`src/hdl/ssprd_pkg.sv`:
```
// Package for the screen stream pixel run decoder.
// Holds the channel item types, register codes and the job type that is
// passed between the front, the queue and the back. No dependencies.
`timescale 1ns / 1ps

package ssprd_pkg;

  // One input item: a stream byte and the restart flag.
  typedef struct packed {
    logic [7:0] data_byte;
    logic       restart;
  } in_item_t;

  // One result item: a pixel run.
  typedef struct packed {
    logic [7:0] red;
    logic [7:0] green;
    logic [7:0] blue;
    logic [8:0] run_length;
    logic       last;
  } out_item_t;

  // Stream formats selected by the format_mode register.
  // Codes 5 to 7 are unused.
  typedef enum logic [2:0] {
    ModeRgb565  = 3'd0,
    ModeRgb888  = 3'd1,
    ModeRle2    = 3'd2,
    ModeMonoRaw = 3'd3,
    ModeMonoHex = 3'd4
  } format_mode_e;

  // Configuration register indexes.
  typedef enum logic {
    CfgFormatMode  = 1'b0,
    CfgSwapRedBlue = 1'b1
  } cfg_reg_e;

  typedef struct packed {
    logic [2:0] format_mode;
    logic       swap_red_blue;
  } cfg_t;

  // A job is either a single colored run or one byte of eight mono pixels.
  typedef enum logic {
    JobRun  = 1'b0,
    JobMono = 1'b1
  } job_kind_e;

  typedef struct packed {
    job_kind_e  kind;
    logic [7:0] mono_white;  // one bit per pixel, MSB first, 1 means white
    logic [7:0] red;
    logic [7:0] green;
    logic [7:0] blue;
    logic [8:0] run_length;
  } job_t;

  localparam int unsigned QueueDepth = 2;

endpackage

```
`src/hdl/screen_stream_pixel_run_decoder_core.sv`:
```
// Top level of the screen stream pixel run decoder.
// Instantiates ssprd_front, ssprd_queue and ssprd_back; uses ssprd_pkg.
`timescale 1ns / 1ps

// Usage
// The input channel (in_valid_i, in_stall_o, in_data_i) takes one stream
// byte per item together with a restart flag. The output channel
// (out_valid_o, out_stall_i, out_data_o) delivers pixel runs, one item per
// run, with last set on the final run that a given byte caused.
// Configuration is written over cfg_valid_i/cfg_ready_o while the block is
// idle; cfg_ready_o is always high. Index 0 is format_mode, 1 swap_red_blue.
// The front decodes a byte in the cycle it is accepted and pushes at most
// one job into a two-entry queue. The back expands the head job into results
// through one output register, one result per cycle unless the receiver
// stalls. A byte that completes a run is written into the queue at the
// accepting edge and reaches the output register from the queue head. Color
// modes sustain one byte per cycle without a stall; mono modes produce eight
// results per pixel byte, which the back sends one by one through its single output register.
// When the receiver stalls, the output register holds its item, the queue
// fills and in_stall_o rises once both entries are taken.
// Reset clears the group assembly state, the queue, the output register
// valid and both configuration registers.

module screen_stream_pixel_run_decoder_core
  import ssprd_pkg::*;
(
  input  logic      clk_i,
  input  logic      rst_ni,
  input  logic      in_valid_i,
  output logic      in_stall_o,
  input  in_item_t  in_data_i,
  output logic      out_valid_o,
  input  logic      out_stall_i,
  output out_item_t out_data_o,
  input  logic      cfg_valid_i,
  output logic      cfg_ready_o,
  input  logic      cfg_index_i,
  input  logic [7:0] cfg_data_i
);

  cfg_t cfg_q;
  logic queue_full;
  logic accept;
  logic job_valid;
  job_t job;
  logic head_valid;
  job_t head;
  logic pop;

  // Configuration registers, written at any time the handshake completes.
  assign cfg_ready_o = 1'b1;

  always_ff @(posedge clk_i or negedge rst_ni) begin
    if (!rst_ni) begin
      cfg_q <= '0;
    end else if (cfg_valid_i && cfg_ready_o) begin
      unique case (cfg_reg_e'(cfg_index_i))
        CfgFormatMode:  cfg_q.format_mode   <= cfg_data_i[2:0];
        CfgSwapRedBlue: cfg_q.swap_red_blue <= cfg_data_i[0];
        default: begin
          cfg_q <= cfg_q;
        end
      endcase
    end
  end

  // A byte is taken whenever the queue has room, even if it yields no job.
  assign in_stall_o = queue_full;
  assign accept     = in_valid_i && !queue_full;

  ssprd_front u_front (
    .clk_i       (clk_i),
    .rst_ni      (rst_ni),
    .cfg_i       (cfg_q),
    .accept_i    (accept),
    .item_i      (in_data_i),
    .job_valid_o (job_valid),
    .job_o       (job)
  );

  ssprd_queue u_queue (
    .clk_i        (clk_i),
    .rst_ni       (rst_ni),
    .push_i       (accept && job_valid),
    .push_job_i   (job),
    .full_o       (queue_full),
    .pop_i        (pop),
    .head_valid_o (head_valid),
    .head_o       (head)
  );

  ssprd_back u_back (
    .clk_i        (clk_i),
    .rst_ni       (rst_ni),
    .head_valid_i (head_valid),
    .head_i       (head),
    .pop_o        (pop),
    .out_valid_o  (out_valid_o),
    .out_stall_i  (out_stall_i),
    .out_data_o   (out_data_o)
  );

endmodule

```
`src/hdl/ssprd_front.sv`:
```
// Front part of the pixel run decoder: assembles stream bytes into groups
// and turns each completed group into at most one job. Depends on ssprd_pkg.
`timescale 1ns / 1ps

module ssprd_front
  import ssprd_pkg::*;
(
  input  logic     clk_i,
  input  logic     rst_ni,
  input  cfg_t     cfg_i,
  input  logic     accept_i,
  input  in_item_t item_i,
  output logic     job_valid_o,
  output job_t     job_o
);

  logic [7:0] group_q [3];
  logic [7:0] group_d [3];
  logic [1:0] phase_q, phase_d;
  logic       ext_q, ext_d;
  logic [5:0] color_q, color_d;

  logic [1:0] phase;
  logic       ext;
  logic [5:0] color;
  logic [7:0] d;
  logic [7:0] hex_hi, hex_lo, hex_bits;
  logic [4:0] c565_hi, c565_lo;
  logic [5:0] c565_g;

  function automatic logic [7:0] expand5(input logic [4:0] v);
    expand5 = {v, {3{v[4]}}};
  endfunction

  function automatic logic [7:0] expand6(input logic [5:0] v);
    expand6 = {v, {2{v[5]}}};
  endfunction

  function automatic logic [7:0] hex_nibble(input logic [7:0] c);
    if (c <= 8'h39) begin
      hex_nibble = c - 8'h30;
    end else begin
      hex_nibble = c - 8'h57;
    end
  endfunction

  always_comb begin
    d       = item_i.data_byte;
    // Restart clears partial assembly before the byte is taken.
    phase   = item_i.restart ? 2'd0 : phase_q;
    ext     = item_i.restart ? 1'b0 : ext_q;
    color   = item_i.restart ? 6'd0 : color_q;

    phase_d = phase;
    ext_d   = ext;
    color_d = color;
    group_d = group_q;

    c565_hi  = group_q[0][7:3];
    c565_g   = {group_q[0][2:0], group_q[1][7:5]};
    c565_lo  = group_q[1][4:0];
    hex_hi   = hex_nibble(group_q[0]);
    hex_lo   = hex_nibble(d);
    hex_bits = hex_lo | {hex_hi[3:0], 4'h0};

    job_valid_o      = 1'b0;
    job_o            = '0;
    job_o.kind       = JobRun;

    unique case (format_mode_e'(cfg_i.format_mode))
      ModeRgb565: begin
        if (phase >= 2'd2) begin
          phase_d = 2'd0;
          if (d != 8'd0) begin
            job_valid_o      = 1'b1;
            job_o.red        = expand5(cfg_i.swap_red_blue ? c565_lo : c565_hi);
            job_o.green      = expand6(c565_g);
            job_o.blue       = expand5(cfg_i.swap_red_blue ? c565_hi : c565_lo);
            job_o.run_length = {1'b0, d};
          end
        end else begin
          group_d[phase] = d;
          phase_d        = phase + 2'd1;
        end
      end
      ModeRgb888: begin
        if (phase == 2'd3) begin
          phase_d = 2'd0;
          if (d != 8'd0) begin
            job_valid_o      = 1'b1;
            job_o.red        = group_q[0];
            job_o.green      = group_q[1];
            job_o.blue       = group_q[2];
            job_o.run_length = {1'b0, d};
          end
        end else begin
          group_d[phase] = d;
          phase_d        = phase + 2'd1;
        end
      end
      ModeRle2: begin
        if (ext) begin
          ext_d            = 1'b0;
          job_valid_o      = 1'b1;
          job_o.red        = {color[1:0], 6'd0};
          job_o.green      = {color[3:2], 6'd0};
          job_o.blue       = {color[5:4], 6'd0};
          job_o.run_length = {1'b0, d} + 9'd4;
        end else if (d[7:6] == 2'b11) begin
          // Long run: the color waits for the count extension byte.
          color_d = d[5:0];
          ext_d   = 1'b1;
        end else begin
          job_valid_o      = 1'b1;
          job_o.red        = {d[1:0], 6'd0};
          job_o.green      = {d[3:2], 6'd0};
          job_o.blue       = {d[5:4], 6'd0};
          job_o.run_length = {7'd0, d[7:6]} + 9'd1;
        end
      end
      ModeMonoRaw: begin
        job_valid_o      = 1'b1;
        job_o.kind       = JobMono;
        job_o.mono_white = d;
      end
      ModeMonoHex: begin
        if (phase >= 2'd1) begin
          phase_d          = 2'd0;
          job_valid_o      = 1'b1;
          job_o.kind       = JobMono;
          job_o.mono_white = ~hex_bits;
        end else begin
          group_d[0] = d;
          phase_d    = 2'd1;
        end
      end
      default: begin
        // Unused formats take the byte and change nothing beyond restart.
      end
    endcase
  end

  always_ff @(posedge clk_i or negedge rst_ni) begin
    if (!rst_ni) begin
      group_q <= '{default: '0};
      phase_q <= '0;
      ext_q   <= 1'b0;
      color_q <= '0;
    end else if (accept_i) begin
      group_q <= group_d;
      phase_q <= phase_d;
      ext_q   <= ext_d;
      color_q <= color_d;
    end
  end

endmodule

```
`src/hdl/ssprd_queue.sv`:
```
// Short job queue between the front and the back of the pixel run decoder.
// Depends on ssprd_pkg for the job type and its depth.
`timescale 1ns / 1ps

module ssprd_queue
  import ssprd_pkg::*;
(
  input  logic clk_i,
  input  logic rst_ni,
  input  logic push_i,
  input  job_t push_job_i,
  output logic full_o,
  input  logic pop_i,
  output logic head_valid_o,
  output job_t head_o
);

  localparam int unsigned PtrW = (QueueDepth > 1) ? $clog2(QueueDepth) : 1;
  localparam int unsigned CntW = $clog2(QueueDepth + 1);
  localparam logic [PtrW-1:0] LastPtr = PtrW'(QueueDepth - 1);

  job_t            entry_q [QueueDepth];
  logic [PtrW-1:0] wr_ptr_q, wr_ptr_d;
  logic [PtrW-1:0] rd_ptr_q, rd_ptr_d;
  logic [CntW-1:0] count_q, count_d;
  logic            do_push, do_pop;

  assign full_o       = (count_q == CntW'(QueueDepth));
  assign head_valid_o = (count_q != '0);
  assign head_o       = entry_q[rd_ptr_q];
  assign do_push      = push_i && !full_o;
  assign do_pop       = pop_i && head_valid_o;

  always_comb begin
    wr_ptr_d = wr_ptr_q;
    rd_ptr_d = rd_ptr_q;
    count_d  = count_q;
    if (do_push) begin
      wr_ptr_d = (wr_ptr_q == LastPtr) ? '0 : wr_ptr_q + PtrW'(1);
    end
    if (do_pop) begin
      rd_ptr_d = (rd_ptr_q == LastPtr) ? '0 : rd_ptr_q + PtrW'(1);
    end
    if (do_push && !do_pop) begin
      count_d = count_q + CntW'(1);
    end else if (do_pop && !do_push) begin
      count_d = count_q - CntW'(1);
    end
  end

  always_ff @(posedge clk_i or negedge rst_ni) begin
    if (!rst_ni) begin
      wr_ptr_q <= '0;
      rd_ptr_q <= '0;
      count_q  <= '0;
    end else begin
      wr_ptr_q <= wr_ptr_d;
      rd_ptr_q <= rd_ptr_d;
      count_q  <= count_d;
    end
  end

  always_ff @(posedge clk_i) begin
    if (do_push) begin
      entry_q[wr_ptr_q] <= push_job_i;
    end
  end

endmodule

```
`src/hdl/ssprd_back.sv`:
```
// Back part of the pixel run decoder: expands the job at the queue head
// into result items and holds them in the output register.
// Depends on ssprd_pkg.
`timescale 1ns / 1ps

module ssprd_back
  import ssprd_pkg::*;
(
  input  logic      clk_i,
  input  logic      rst_ni,
  input  logic      head_valid_i,
  input  job_t      head_i,
  output logic      pop_o,
  output logic      out_valid_o,
  input  logic      out_stall_i,
  output out_item_t out_data_o
);

  logic       out_valid_q, out_valid_d;
  out_item_t  out_q, out_d;
  logic [2:0] idx_q, idx_d;
  logic       advance;
  logic       is_last;
  logic [7:0] mono_level;

  assign advance    = !out_valid_q || !out_stall_i;
  // Mono pixels go out MSB first.
  assign mono_level = head_i.mono_white[~idx_q] ? 8'hFF : 8'h00;
  assign is_last    = (head_i.kind == JobRun) || (idx_q == 3'd7);
  assign pop_o      = advance && head_valid_i && is_last;

  always_comb begin
    out_valid_d = out_valid_q;
    out_d       = out_q;
    idx_d       = idx_q;
    if (advance) begin
      out_valid_d = head_valid_i;
      unique case (head_i.kind)
        JobRun: begin
          out_d.red        = head_i.red;
          out_d.green      = head_i.green;
          out_d.blue       = head_i.blue;
          out_d.run_length = head_i.run_length;
        end
        JobMono: begin
          out_d.red        = mono_level;
          out_d.green      = mono_level;
          out_d.blue       = mono_level;
          out_d.run_length = 9'd1;
        end
        default: begin
          out_d = out_q;
        end
      endcase
      out_d.last = is_last;
      if (head_valid_i) begin
        idx_d = is_last ? 3'd0 : idx_q + 3'd1;
      end
    end
  end

  always_ff @(posedge clk_i or negedge rst_ni) begin
    if (!rst_ni) begin
      out_valid_q <= 1'b0;
      idx_q       <= '0;
    end else begin
      out_valid_q <= out_valid_d;
      idx_q       <= idx_d;
    end
  end

  always_ff @(posedge clk_i) begin
    out_q <= out_d;
  end

  assign out_valid_o = out_valid_q;
  assign out_data_o  = out_q;

endmodule

```
`config.mk`:
```
export PLATFORM = sky130hd
export DESIGN_NAME = screen_stream_pixel_run_decoder_core
export DESIGN_NICKNAME = d
export VERILOG_FILES = /design/src/hdl/ssprd_pkg.sv /design/src/hdl/screen_stream_pixel_run_decoder_core.sv /design/src/hdl/ssprd_front.sv /design/src/hdl/ssprd_queue.sv /design/src/hdl/ssprd_back.sv
export SDC_FILE = /design/constraint.sdc
export NUM_CORES = 1
export LEC_CHECK = 0
export BUFFER_PORTS_ARGS = -buffer_cell sky130_fd_sc_hd__clkbuf_2
export CORE_MARGIN = 5
export CORE_UTILIZATION = 40
export CTS_BUF_LIST = sky130_fd_sc_hd__clkbuf_2 sky130_fd_sc_hd__clkbuf_4 sky130_fd_sc_hd__clkbuf_8
export CTS_CLUSTER_DIAMETER = 120
export CTS_CLUSTER_SIZE = 40
export DETAILED_ROUTE_END_ITERATION = 8
export SETUP_SLACK_MARGIN = 0.15
export SLEW_MARGIN = 30
export SYNTH_ARGS = -nofsm -noshare
export SYNTH_HDL_FRONTEND = slang
export SYNTH_HIERARCHICAL = 1
export SYNTH_SLANG_ARGS = --single-unit
```
`constraint.sdc`:
```
create_clock -name clk_i -period 5.19 [get_ports clk_i]
set_clock_uncertainty 0.2 [all_clocks]
set_input_delay 1.038 -clock clk_i [delete_from_list [all_inputs] [get_ports clk_i]]
set_output_delay 1.038 -clock clk_i [all_outputs]
set_load 0.03 [all_outputs]
```
==> results of run 1 <==
==> state kept, by name (all words and copies together) (netlist names), 3 cells and up <==
name / flops
cfg_q: 4
u_back/idx_q: 3
u_back/out_data_o: 34
u_front/c565_g: 6
u_front/c565_hi: 5
u_front/c565_lo: 5
u_front/color_q: 6
u_front/group_q: 8
u_queue/entry_q: 84
==> final timing paths <==
path | endpoint | depth (start not counted) | slack [ps] | startpoint
worst max-delay path | u_queue/entry_q[0][12] | 10 | 1470 | in_data_i[0]
worst min-delay path | u_queue/count_q[1] | 1 | 300 | u_queue/count_q[1]
worst max register to register | u_queue/entry_q[0][12] | 10 | 1820 | u_front/phase_q[0]
worst min register to register | u_queue/count_q[1] | 1 | 300 | u_queue/count_q[1]
max in group asynchronous | u_queue/rd_ptr_q | 2 | 3900 | rst_ni
min in group asynchronous | u_queue/wr_ptr_q | 2 | 460 | rst_ni
==> per-stage QoR <==
step                      hold slack (ps)  cell area (sq um)  util [%]  instances
after floorplan                       256               8140         -        596
after CTS                             296               8850      44.0        922
after global routing                  330               8850      44.0        922
after detailed placement              280               8510      42.3        890
after global placement                274               8500      42.3        890
final                                 298               8850      44.0        922
==> cell usage after synthesis (2+ instances only) <==
cell type  instances
nand3_1            4
buf_12             5
buf_6              6
dfrtp_1           45
buf_4              3
nor2b_1           14
and3_1             3
a211oi_1           3
a22o_1             6
a211o_1            4
a32oi_1            4
inv_1             21
nor2_1            33
a31oi_1            4
edfxtp_1         118
nor3_1            12
clkbuf_1           6
mux2i_1            8
o2bb2ai_2          6
nor2_4             2
a22oi_1            2
nand4_1            2
mux2_4            43
o22ai_1            2
o21ai_0           33
a221o_1            3
a21o_1             6
o2bb2ai_1         19
ha_1              24
o21ai_1            3
and4_1             3
a21oi_1           22
buf_2             13
o211ai_1           3
xor2_1             2
nand3b_1           4
xnor2_1            5
nand2b_1           3
mux2_2            28
nand2_1           40
==> per-layer routing <==
metal,routed length [um],global-route usage (%)
met2,7640,22.2
met3,802,3.29
met4,174,4.12
met1,7570,20.0
met5,0,0
==> power groups by stage <==
| stage | registers, mW | logic [mW] | clock network [mW] |
|---|---|---|---|
| after floorplan | 2.24 | 1.08 | 0 |
| after global placement | 2.05 | 1.51 | 0 |
| after detailed placement | 2.06 | 1.55 | 0 |
| after CTS | 2.03 | 1.55 | 0.839 |
| after global routing | 2.08 | 1.66 | 0.901 |
| final | 2.03 | 1.53 | 0.814 |
==> cell type report <==
| cell class | count | area share, % |
|---|---|---|
| sequential | 163 | 52.8 |
| multi-input combinational | 376 | 35.1 |
| tap | 270 | 3.82 |
| timing repair buffer | 60 | 3.59 |
| clock buffer | 18 | 2.73 |
| clock inverter | 14 | 1.14 |
| inverter | 21 | 0.890 |
==> placed cells by master (no fill, tap or decap), drive strengths merged, types with 3 or more instances in the layout <==
master	instances
clkinvlp	4
and4	3
a21oi	22
nand2b	4
clkinv	5
inv	26
nand3b	4
mux2	71
and3	5
a21o	7
xnor2	5
nor2	36
buf	7
dfrtp	45
a32oi	4
a31oi	4
a211o	4
ha	24
a211oi	3
nand3	4
nor3	12
nor2b	15
o2bb2ai	25
a22o	6
mux2i	8
o211ai	3
clkbuf	71
a221o	3
nand2	40
o21ai	36
edfxtp	118
==> kinds of logic (layout without fill, tap and decap cells) <==
family | count (synthesis) | count (layout) | share of synthesized area [%]
AO/OA/AOI/OAI | 129 | 129 | 11.4
XOR/XNOR | 7 | 7 | 0.754
adder cells (fa/ha/maj) | 24 | 24 | 3.69
buffers and inverters | 57 | 113 | 4.68
flip-flops | 163 | 163 | 57.4
multiplexers | 80 | 80 | 13.1
other | 1 | 1 | 0.0461
AND/OR/NAND/NOR | 135 | 135 | 8.95
==> metrics.md, run 1 <==
| Metric | Value |
|---|---|
| Initial antenna violation count | `0` |
| Layout cells sized above 1 | `28.8%` |
| Die Width | `153 um` |
| Crit path DAT | `3610 ps` |
| RSZ-0062 raised after global routing | `no` |
| Max cap viols | `0` |
| Yosys warnings | `6` |
| First-pass GRT wire length | `26400 um` |
| Syn_area_per_cell | `13.6 sq um` |
| Total Wirelength | `16200 um` |
| Final ANT Viol Nets | `0` |
| Netlist cell types | `69` |
| Crit Path Class | `input port to register` |
| N_diodes | `0` |
| Clk_lat worst skew | `450 ps` |
| Core ar. | `0.0201 sq mm` |
| Status | `complete, no violations` |
| Number of synthesized register bits | `163` |
| Sequential cell area | `0.00467 sq mm` |
| Final GP Congestion | `0.859` |
| Hold-fix buffers, CTS | `0` |
| Die Y | `153 um` |
| # setup viols final | `0` |
| DPL Wire Length | `11400 um` |
| Clk sinks | `163` |
| Ports | `60` |
| Num CTS Buffers | `17` |
| Setup WS post-layout | `1470 ps` |
| Via-to-Cell Ratio | `5.21` |
| Critical path's top delay family | `simple AND/OR/NAND/NOR gates` |
| Cell area power density | `495 mW/mm^2` |
| Power Total | `4.38 mW` |
| P&R area growth vs syn | `8.83%` |
| Part of the power in registers | `46.5%` |
| Final Hold Viols | `0` |
| Critical Path RT | `5070 ps` |
| Clock Power Share | `18.6%` |
| Max Freq | `269 MHz` |
| WL per Instance | `17.6 um` |
| Buf+Inv Stages, Crit Path | `3` |
| Least-Margin Pin Slew | `886 ps` |
| DRC Markers | `0` |
| Post-route clock period utilization | `71.7%` |
| Slowest-stage cell, CP | `or4b_2` |
| Vias in the first global route | `4751` |
| Max-slew headroom | `40.9%` |
| EDFF count, synth | `118` |
| Syn nets | `643` |
| Starting Density | `40.5%` |
| Worst path cell trace | `clkbuf_2, nor2_1, inv_1, ha_1, or4b_2, o2111ai_1, and2_1, nand2_1, nor2_4, buf_4` |
| Clock transition at path regs | `90 ps` |
| HP Class | `register to register` |
| Tmin final | `3720 ps` |
| Post-CTS setup buffer count | `0` |
| Synth Flop Type | `edfxtp_1` |
| Area of the multi-input gates | `0.00311 sq mm` |
| Comb pwr share | `34.9%` |
| IO buf count | `53` |
| DP Worst Slack | `989 ps` |
| Switching pwr | `1.59 mW` |
| Cell area after synthesis | `0.00814 sq mm` |
| CTS root buf | `clkbuf_8` |
| Htree depth | `4` |
| Nature of the critical path startpoint | `input port` |
| Max Slew Vio Count | `0` |
| Total GRT Usage | `14.2%` |
| Final nets | `686` |
| Largest net degree at the start of global routing | `46` |
| Overflow after GRT | `0` |
| P_leak | `3.55 nW` |
| TritonRoute pass-1 iters | `5` |
| Peak supply drop | `0.000165 V` |
| Synth async-reset ratio | `27.6%` |
| Yosys top cell by area | `edfxtp_1` |
| Post-CTS Resized | `0` |
| TritonCTS clock tree | `built` |
| Vias after detailed routing | `4803` |
| CP max FO | `42` |
| Power Internal | `2.79 mW` |
| Endpoint class of the critical path | `register` |
| Sw Share | `36.4%` |
| Die area | `0.0233 sq mm` |
| Seq/Total Area, Yosys | `57.4%` |
| Row count | `52` |
| Layout filler cell count | `1836` |
| CP peak stage delay | `700 ps` |
| DRT iter0 DRCs | `394` |
| Clk buf depth | `2` |
| Setup TNS Final | `0 ps` |
| Top post-synthesis cells by area | `edfxtp_1 44%, dfrtp_1 14%, mux2_4 7.9%` |
| Top cell type's share of synthesized area | `43.6%` |
| Gate Count Post-Synth | `596` |
No activity file was read; power rests on OpenSTA's default activity.
==> inputs of run 2 (changes only) <==
==> constraint.sdc (replaced) <==
create_clock -name clk_i -period 3 [get_ports clk_i]
set_clock_uncertainty 0.2 [all_clocks]
set_input_delay 0.6 -clock clk_i [delete_from_list [all_inputs] [get_ports clk_i]]
set_output_delay 0.6 -clock clk_i [all_outputs]
set_load 0.03 [all_outputs]
==> run 2 against run 1 <==
Compared with the run above: clock power increased by 83%; routed wire length increased by 3.4%; sequential power increased by 74%; sequential cell count unchanged; total power increased by 78%; count of clock-buffer cells in the layout unchanged; register-to-register slack got worse by 1500 ps; via count increased by 4.2%; non-clock buffer count increased by 40.
==> metrics.md, run 2 (synthesized netlist as in run 1, its figures left out) <==
| Metric | Value |
|---|---|
| Post-route clock period utilization | `88.1%` |
| Met1 Usage GRT | `19.5% (-0.43 points)` |
| Clk sinks | `163 (unchanged)` |
| R2R Setup Slk | `360 ps (-1460 ps)` |
| RSZ-0062 raised after global routing | `no` |
| Starting Density | `40.5% (unchanged)` |
| Clk buf depth | `2 (unchanged)` |
| N_diodes | `0 (unchanged)` |
| Setup TNS Final | `0 ps (unchanged)` |
| Htree depth | `4 (unchanged)` |
| Clock transition at path regs | `90 ps (about the same)` |
| CP max FO | `4 (-90%)` |
| Max reg flops | `84 (unchanged)` |
| Hold depth | `2 (+1)` |
| Final hold slack | `175 ps (-122 ps)` |
| Initial antenna violation count | `0 (unchanged)` |
| First-pass GRT wire length | `27400 um (+3.7%)` |
| # setup viols final | `0 (unchanged)` |
| Layout filler cell count | `1774 (-3.4%)` |
| DRT iter0 DRCs | `335 (-15%)` |
| Tmin final | `2640 ps` |
| Max Freq | `379 MHz` |
| Die Y | `153 um (unchanged)` |
| Endpoint class of the critical path | `register` |
| Largest net degree at the start of global routing | `36 (-22%)` |
| Layout cells sized above 1 | `33.4% (+4.5 points)` |
| Final nets | `726 (+5.8%)` |
| Cell area power density | `843 mW/mm^2 (+70%)` |
| Via-to-Cell Ratio | `5.20 (-0.13%)` |
| Least-Margin Pin Slew | `666 ps (-220 ps)` |
| DPL Wire Length | `12200 um (+7.0%)` |
| Max cap viols | `0 (unchanged)` |
| Commonest non-fill, non-tap cell in the layout | `edfxtp_1` |
| Most frequent cells in the layout | `118 x edfxtp_1, 53 x clkbuf_2, 44 x dfrtp_1, 43 x mux2_4, 41 x buf_4` |
| CTS root buf | `clkbuf_8` |
| Met2 Resource Use GR | `23.3% (+1.1 points)` |
| Most flops, register | `u_queue/entry_q` |
| Die Width | `153 um (unchanged)` |
| Total Wirelength | `16700 um (+3.4%)` |
| Final GP Congestion | `0.863 (+0.44%)` |
| Nature of the critical path startpoint | `register` |
| WL per Instance | `17.4 um (-0.93%)` |
| IO buf count | `53 (unchanged)` |
| Status | `complete, no violations` |
| Peak supply drop | `0.000268 V (+62%)` |
| Worst path cell trace | `inv_1, nor2_4, buf_4, ha_1, and3_2, nor2_2, o2111ai_1, and2_1, nand2_2, inv_1, ha_1, nor2_1, xor2_1` |
| Row count | `52 (unchanged)` |
| GR Layer Usage met3 | `3.24% (-0.057 points)` |
| Num CTS Buffers | `17 (unchanged)` |
| P_leak | `3.78 nW (+6.5%)` |
| Core ar. | `0.0201 sq mm (unchanged)` |
| Max Slew Vio Count | `0 (unchanged)` |
| Total GRT Usage | `14.8% (+0.58 points)` |
| TritonRoute pass-1 iters | `4 (-1)` |
| Overflow after GRT | `0 (unchanged)` |
| HP Class | `input port to register` |
| Buf+Inv Stages, Crit Path | `3 (unchanged)` |
| Final ANT Viol Nets | `0 (unchanged)` |
| Crit path DAT | `2810 ps (-800 ps)` |
| R2R depth | `13 (+3)` |
| Clk_lat worst skew | `450 ps (about the same)` |
| Fin util | `46.1% (+2.1 points)` |
| TritonCTS clock tree | `built` |
| Vias after detailed routing | `5005 (+4.2%)` |
| CP peak stage delay | `380 ps (-320 ps)` |
| Die area | `0.0233 sq mm (unchanged)` |
| Crit Path Class | `register to register` |
| DRC Markers | `0 (unchanged)` |
| Slowest-stage cell, CP | `dfrtp_1` |
| GR peak layer | `met2` |
| Ports | `60 (unchanged)` |
| Critical path's top delay family | `simple AND/OR/NAND/NOR gates` |
| CP Depth | `13 (+3)` |
| P&R area growth vs syn | `13.9%` |
| Max-slew headroom | `55.5% (+15 points)` |
| Critical Path RT | `3170 ps (-1900 ps)` |
| Final Hold Viols | `0 (unchanged)` |
| Vias in the first global route | `5081 (+6.9%)` |
==> run 2: worst reg2reg max path, cell delays in order, from the launching register on <==
cell	delay, ps
dfrtp_1	380
inv_1	120
nor2_4	50
buf_4	140
ha_1	200
and3_2	210
nor2_2	140
o2111ai_1	110
and2_1	210
nand2_2	120
inv_1	60
ha_1	300
nor2_1	160
xor2_1	170
==> run 2: timing repair <==
item | 4_1_cts | 5_1_grt
setup buffers | 0 | 0
hold buffers | 1 | 0
setup endpoints to repair | 0 | 0
hold endpoints to repair | 21 | 0
gates resized for setup | 0 | 0
==> run 2: layout make-up <==
| type | instances | area, sq um | area share [%] |
|---|---|---|---|
| Sequential cell | 163 | 4670 | 50.4 |
| Multi-Input combinational cell | 376 | 3130 | 33.7 |
| Timing Repair Buffer | 100 | 683 | 7.37 |
| Tap cell | 270 | 338 | 3.65 |
| Clock buffer | 18 | 241 | 2.61 |
| Clock inverter | 14 | 129 | 1.39 |
| Inverter | 21 | 78.8 | 0.851 |
==> run 2: report_power, final <==
part	switching (mW)	leakage [nW]	internal, mW
clock	0.818	0.179	0.673
sequential	0.408	1.69	3.12
combinational	1.57	1.91	1.22
total	2.80	3.78	5.01
==> run 2: path summary, 6_finish.rpt <==
kind,startpoint,to
setup / recovery,u_front/phase_q[0],u_queue/count_q[1]
hold / removal,cfg_data_i[1],cfg_q[2]
setup reg to reg,u_front/phase_q[0],u_queue/count_q[1]
hold reg to reg,u_queue/count_q[1],u_queue/count_q[1]
max in group asynchronous,rst_ni,u_front/c565_hi[0]
min in group asynchronous,rst_ni,u_front/c565_g[0]
==> run 2: routing by layer <==
layer	vias to the layer above	part of all wire, %
li1	2386	-
met1	2435	45
met2	151	48
met3	33	4.8
met4	0	3.0
met5	-	0
==> run 2: through the flow <==
stage                     total power, mW  cells  setup slack (ps)  area (sq um)
final                                7.81    962               358          9270
after global routing                 8.28    962               168          9270
after CTS                            7.91    962               349          9270
after detailed placement             6.41    929              41.1          8890
after global placement               6.30    929              94.5          8880
after floorplan                      5.77    596             -41.5          8170
==> inputs of run 3 (changes only) <==
--- a/config.mk
+++ b/config.mk
@@ -12,6 +12,7 @@
 export CTS_CLUSTER_DIAMETER = 120
 export CTS_CLUSTER_SIZE = 40
 export DETAILED_ROUTE_END_ITERATION = 8
+export MAX_ROUTING_LAYER = met4
 export SETUP_SLACK_MARGIN = 0.15
 export SLEW_MARGIN = 30
 export SYNTH_ARGS = -nofsm -noshare
==> run 3 against run 2 <==
Compared with the run above: first-iteration DRC count grew 1.2%; core utilization is the same; register-to-register slack is essentially flat; worst hold slack lost 4.4 ps; fmax grew 0.24%; via count grew 0.20%; critical path depth is the same; combinational power is essentially flat; global-route usage grew 0.53 points; routed wire length grew 0.42%; critical path type unchanged; largest cell class unchanged; largest power group unchanged; highest routed layer unchanged.
==> metrics.md, run 3 (synthesized netlist as in run 1, its figures left out) <==
| Metric | Value |
|---|---|
| Max-slew headroom | `56.0% (+0.44 points)` |
| P&R area growth vs syn | `13.9% (unchanged)` |
| Vias in the first global route | `5083 (+0.039%)` |
| DRC Markers | `0 (unchanged)` |
| Final ANT Viol Nets | `0 (unchanged)` |
| TritonRoute pass-1 iters | `5 (+1)` |
| Die Width | `153 um (unchanged)` |
| Clk_lat worst skew | `460 ps (about the same)` |
| Max reg flops | `84 (unchanged)` |
| Area of the multi-input gates | `0.00313 sq mm (unchanged)` |
| Peak supply drop | `0.000270 V (+0.91%)` |
| Max Slew Vio Count | `0 (unchanged)` |
| Clock transition at path regs | `90 ps (about the same)` |
| Final Hold Viols | `0 (unchanged)` |
| Least-Margin Pin Slew | `660 ps (-6.56 ps)` |
| Post-route clock period utilization | `87.8% (-0.21 points)` |
| CTS root buf | `clkbuf_8` |
| Sequential cell area | `0.00467 sq mm (unchanged)` |
| Layout cells sized above 1 | `33.4% (unchanged)` |
| CP max FO | `4 (unchanged)` |
| Ports | `60 (unchanged)` |
| Critical Path RT | `3180 ps (about the same)` |
| Num CTS Buffers | `17 (unchanged)` |
| Endpoint class of the critical path | `register` |
| Post-CTS Resized | `0 (unchanged)` |
| Total Wirelength | `16800 um (+0.42%)` |
| Clk sinks | `163 (unchanged)` |
| Initial antenna violation count | `0 (unchanged)` |
| R2R depth | `13 (unchanged)` |
| Vias after detailed routing | `5015 (+0.20%)` |
| Max cap viols | `0 (unchanged)` |
| Post-route cell area | `0.00927 sq mm (unchanged)` |
| Tmin final | `2640 ps (-6.37 ps)` |
| RSZ-0062 raised after global routing | `no` |
| # setup viols final | `0 (unchanged)` |
| TritonCTS clock tree | `built` |
| IO buf count | `53 (unchanged)` |
| First-pass GRT wire length | `27400 um (about the same)` |
| Clk buf depth | `2 (unchanged)` |
| Setup TNS Final | `0 ps (unchanged)` |
| DPL Wire Length | `12200 um (unchanged)` |
| Starting Density | `40.5% (unchanged)` |
| Crit path DAT | `2810 ps (about the same)` |
| Cell area power density | `844 mW/mm^2 (+0.11%)` |
| Most flops, register | `u_queue/entry_q` |
| Commonest non-fill, non-tap cell in the layout | `edfxtp_1` |
| Final nets | `726 (unchanged)` |
| N_diodes | `0 (unchanged)` |
| Die Y | `153 um (unchanged)` |
| P_leak | `3.78 nW (unchanged)` |
| Die area | `0.0233 sq mm (unchanged)` |
| Placed cell area | `0.00889 sq mm (unchanged)` |
| Final hold slack | `171 ps (-4.40 ps)` |
| WL per Instance | `17.5 um (+0.42%)` |
| Nature of the critical path startpoint | `register` |
| Crit Path Class | `register to register` |
| Row count | `52 (unchanged)` |
| Status | `complete, no violations` |
| Hold depth | `2 (unchanged)` |
| Total GRT Usage | `15.3% (+0.53 points)` |
| Most frequent cells in the layout | `118 x edfxtp_1, 53 x clkbuf_2, 44 x dfrtp_1, 43 x mux2_4, 41 x buf_4` |
| HP Class | `input port to register` |
| Largest net degree at the start of global routing | `36 (unchanged)` |
| Htree depth | `4 (unchanged)` |
| Post-CTS setup buffer count | `0 (unchanged)` |
| DRT iter0 DRCs | `339 (+1.2%)` |
| Layout filler cell count | `1774 (unchanged)` |
| Max Freq | `379 MHz (+0.24%)` |
| Overflow after GRT | `0 (unchanged)` |
| Core ar. | `0.0201 sq mm (unchanged)` |
| Final GP Congestion | `0.877 (+1.6%)` |
| Via-to-Cell Ratio | `5.21 (+0.20%)` |
| Power Total | `7.82 mW (+0.11%)` |
[run 3: cell counts in the layout (fill, tap and decap cells not counted)]
Identical to the previous run, type by type.
[run 3: worst max-delay path, cell delays in order, from the launching register on]
cell and delay [ps]:
dfrtp_1 380, inv_1 120, nor2_4 50, buf_4 140
ha_1 200, and3_2 210, nor2_2 150, o2111ai_1 110
and2_1 210, nand2_2 120, inv_1 60, ha_1 300
nor2_1 160, xor2_1 170
[run 3: what timing repair did]
item                                   in CTS  in global routing
setup endpoints to repair                   0                  0
hold buffers                                1                  0
endpoints found under the hold margin      21                  0
[run 3: power breakdown]
part	leakage (nW)	total [mW]	switching [mW]	internal, mW
Sequential	1.69	3.53	0.407	3.12
Combinational	1.91	2.80	1.57	1.22
Clock	0.179	1.50	0.825	0.673
Total	3.78	7.82	2.80	5.02
[run 3: metrics by stage]
step	util [%]	setup slack (ps)	std cells
after detailed placement	44.2	41.1	929
after global placement	44.2	94.5	929
after global routing	46.1	168	962
after floorplan	-	-41.5	596
final	46.1	365	962
after CTS	46.1	349	962
[run 3: area by class of cell]
type / instances / area share, %
flip-flops and latches: 163 / 50.4
multi-input cells: 376 / 33.7
repair buffers: 100 / 7.37
well taps: 270 / 3.65
clock buffers: 18 / 2.61
clock inverters: 14 / 1.39
inverters: 21 / 0.851
[run 3: final timing paths]
check / from / to / slack [ps]
worst max-delay path: u_front/phase_q[0] / u_queue/count_q[1] / 360
worst min-delay path: cfg_data_i[1] / cfg_q[2] / 170
worst max register to register: u_front/phase_q[0] / u_queue/count_q[1] / 360
worst min register to register: u_queue/count_q[1] / u_queue/count_q[1] / 310
max in group asynchronous: rst_ni / u_front/c565_hi[0] / 1530
min in group asynchronous: rst_ni / u_front/c565_g[0] / 500
[run 3: per-layer routing]
metal	global-route usage (%)	share of wire, %	up-vias
li1	-	-	2393
met1	19.6	44	2414
met2	23.3	47	173
met3	4.03	5.8	35
met4	6.28	3.0	0
met5	-	0	-
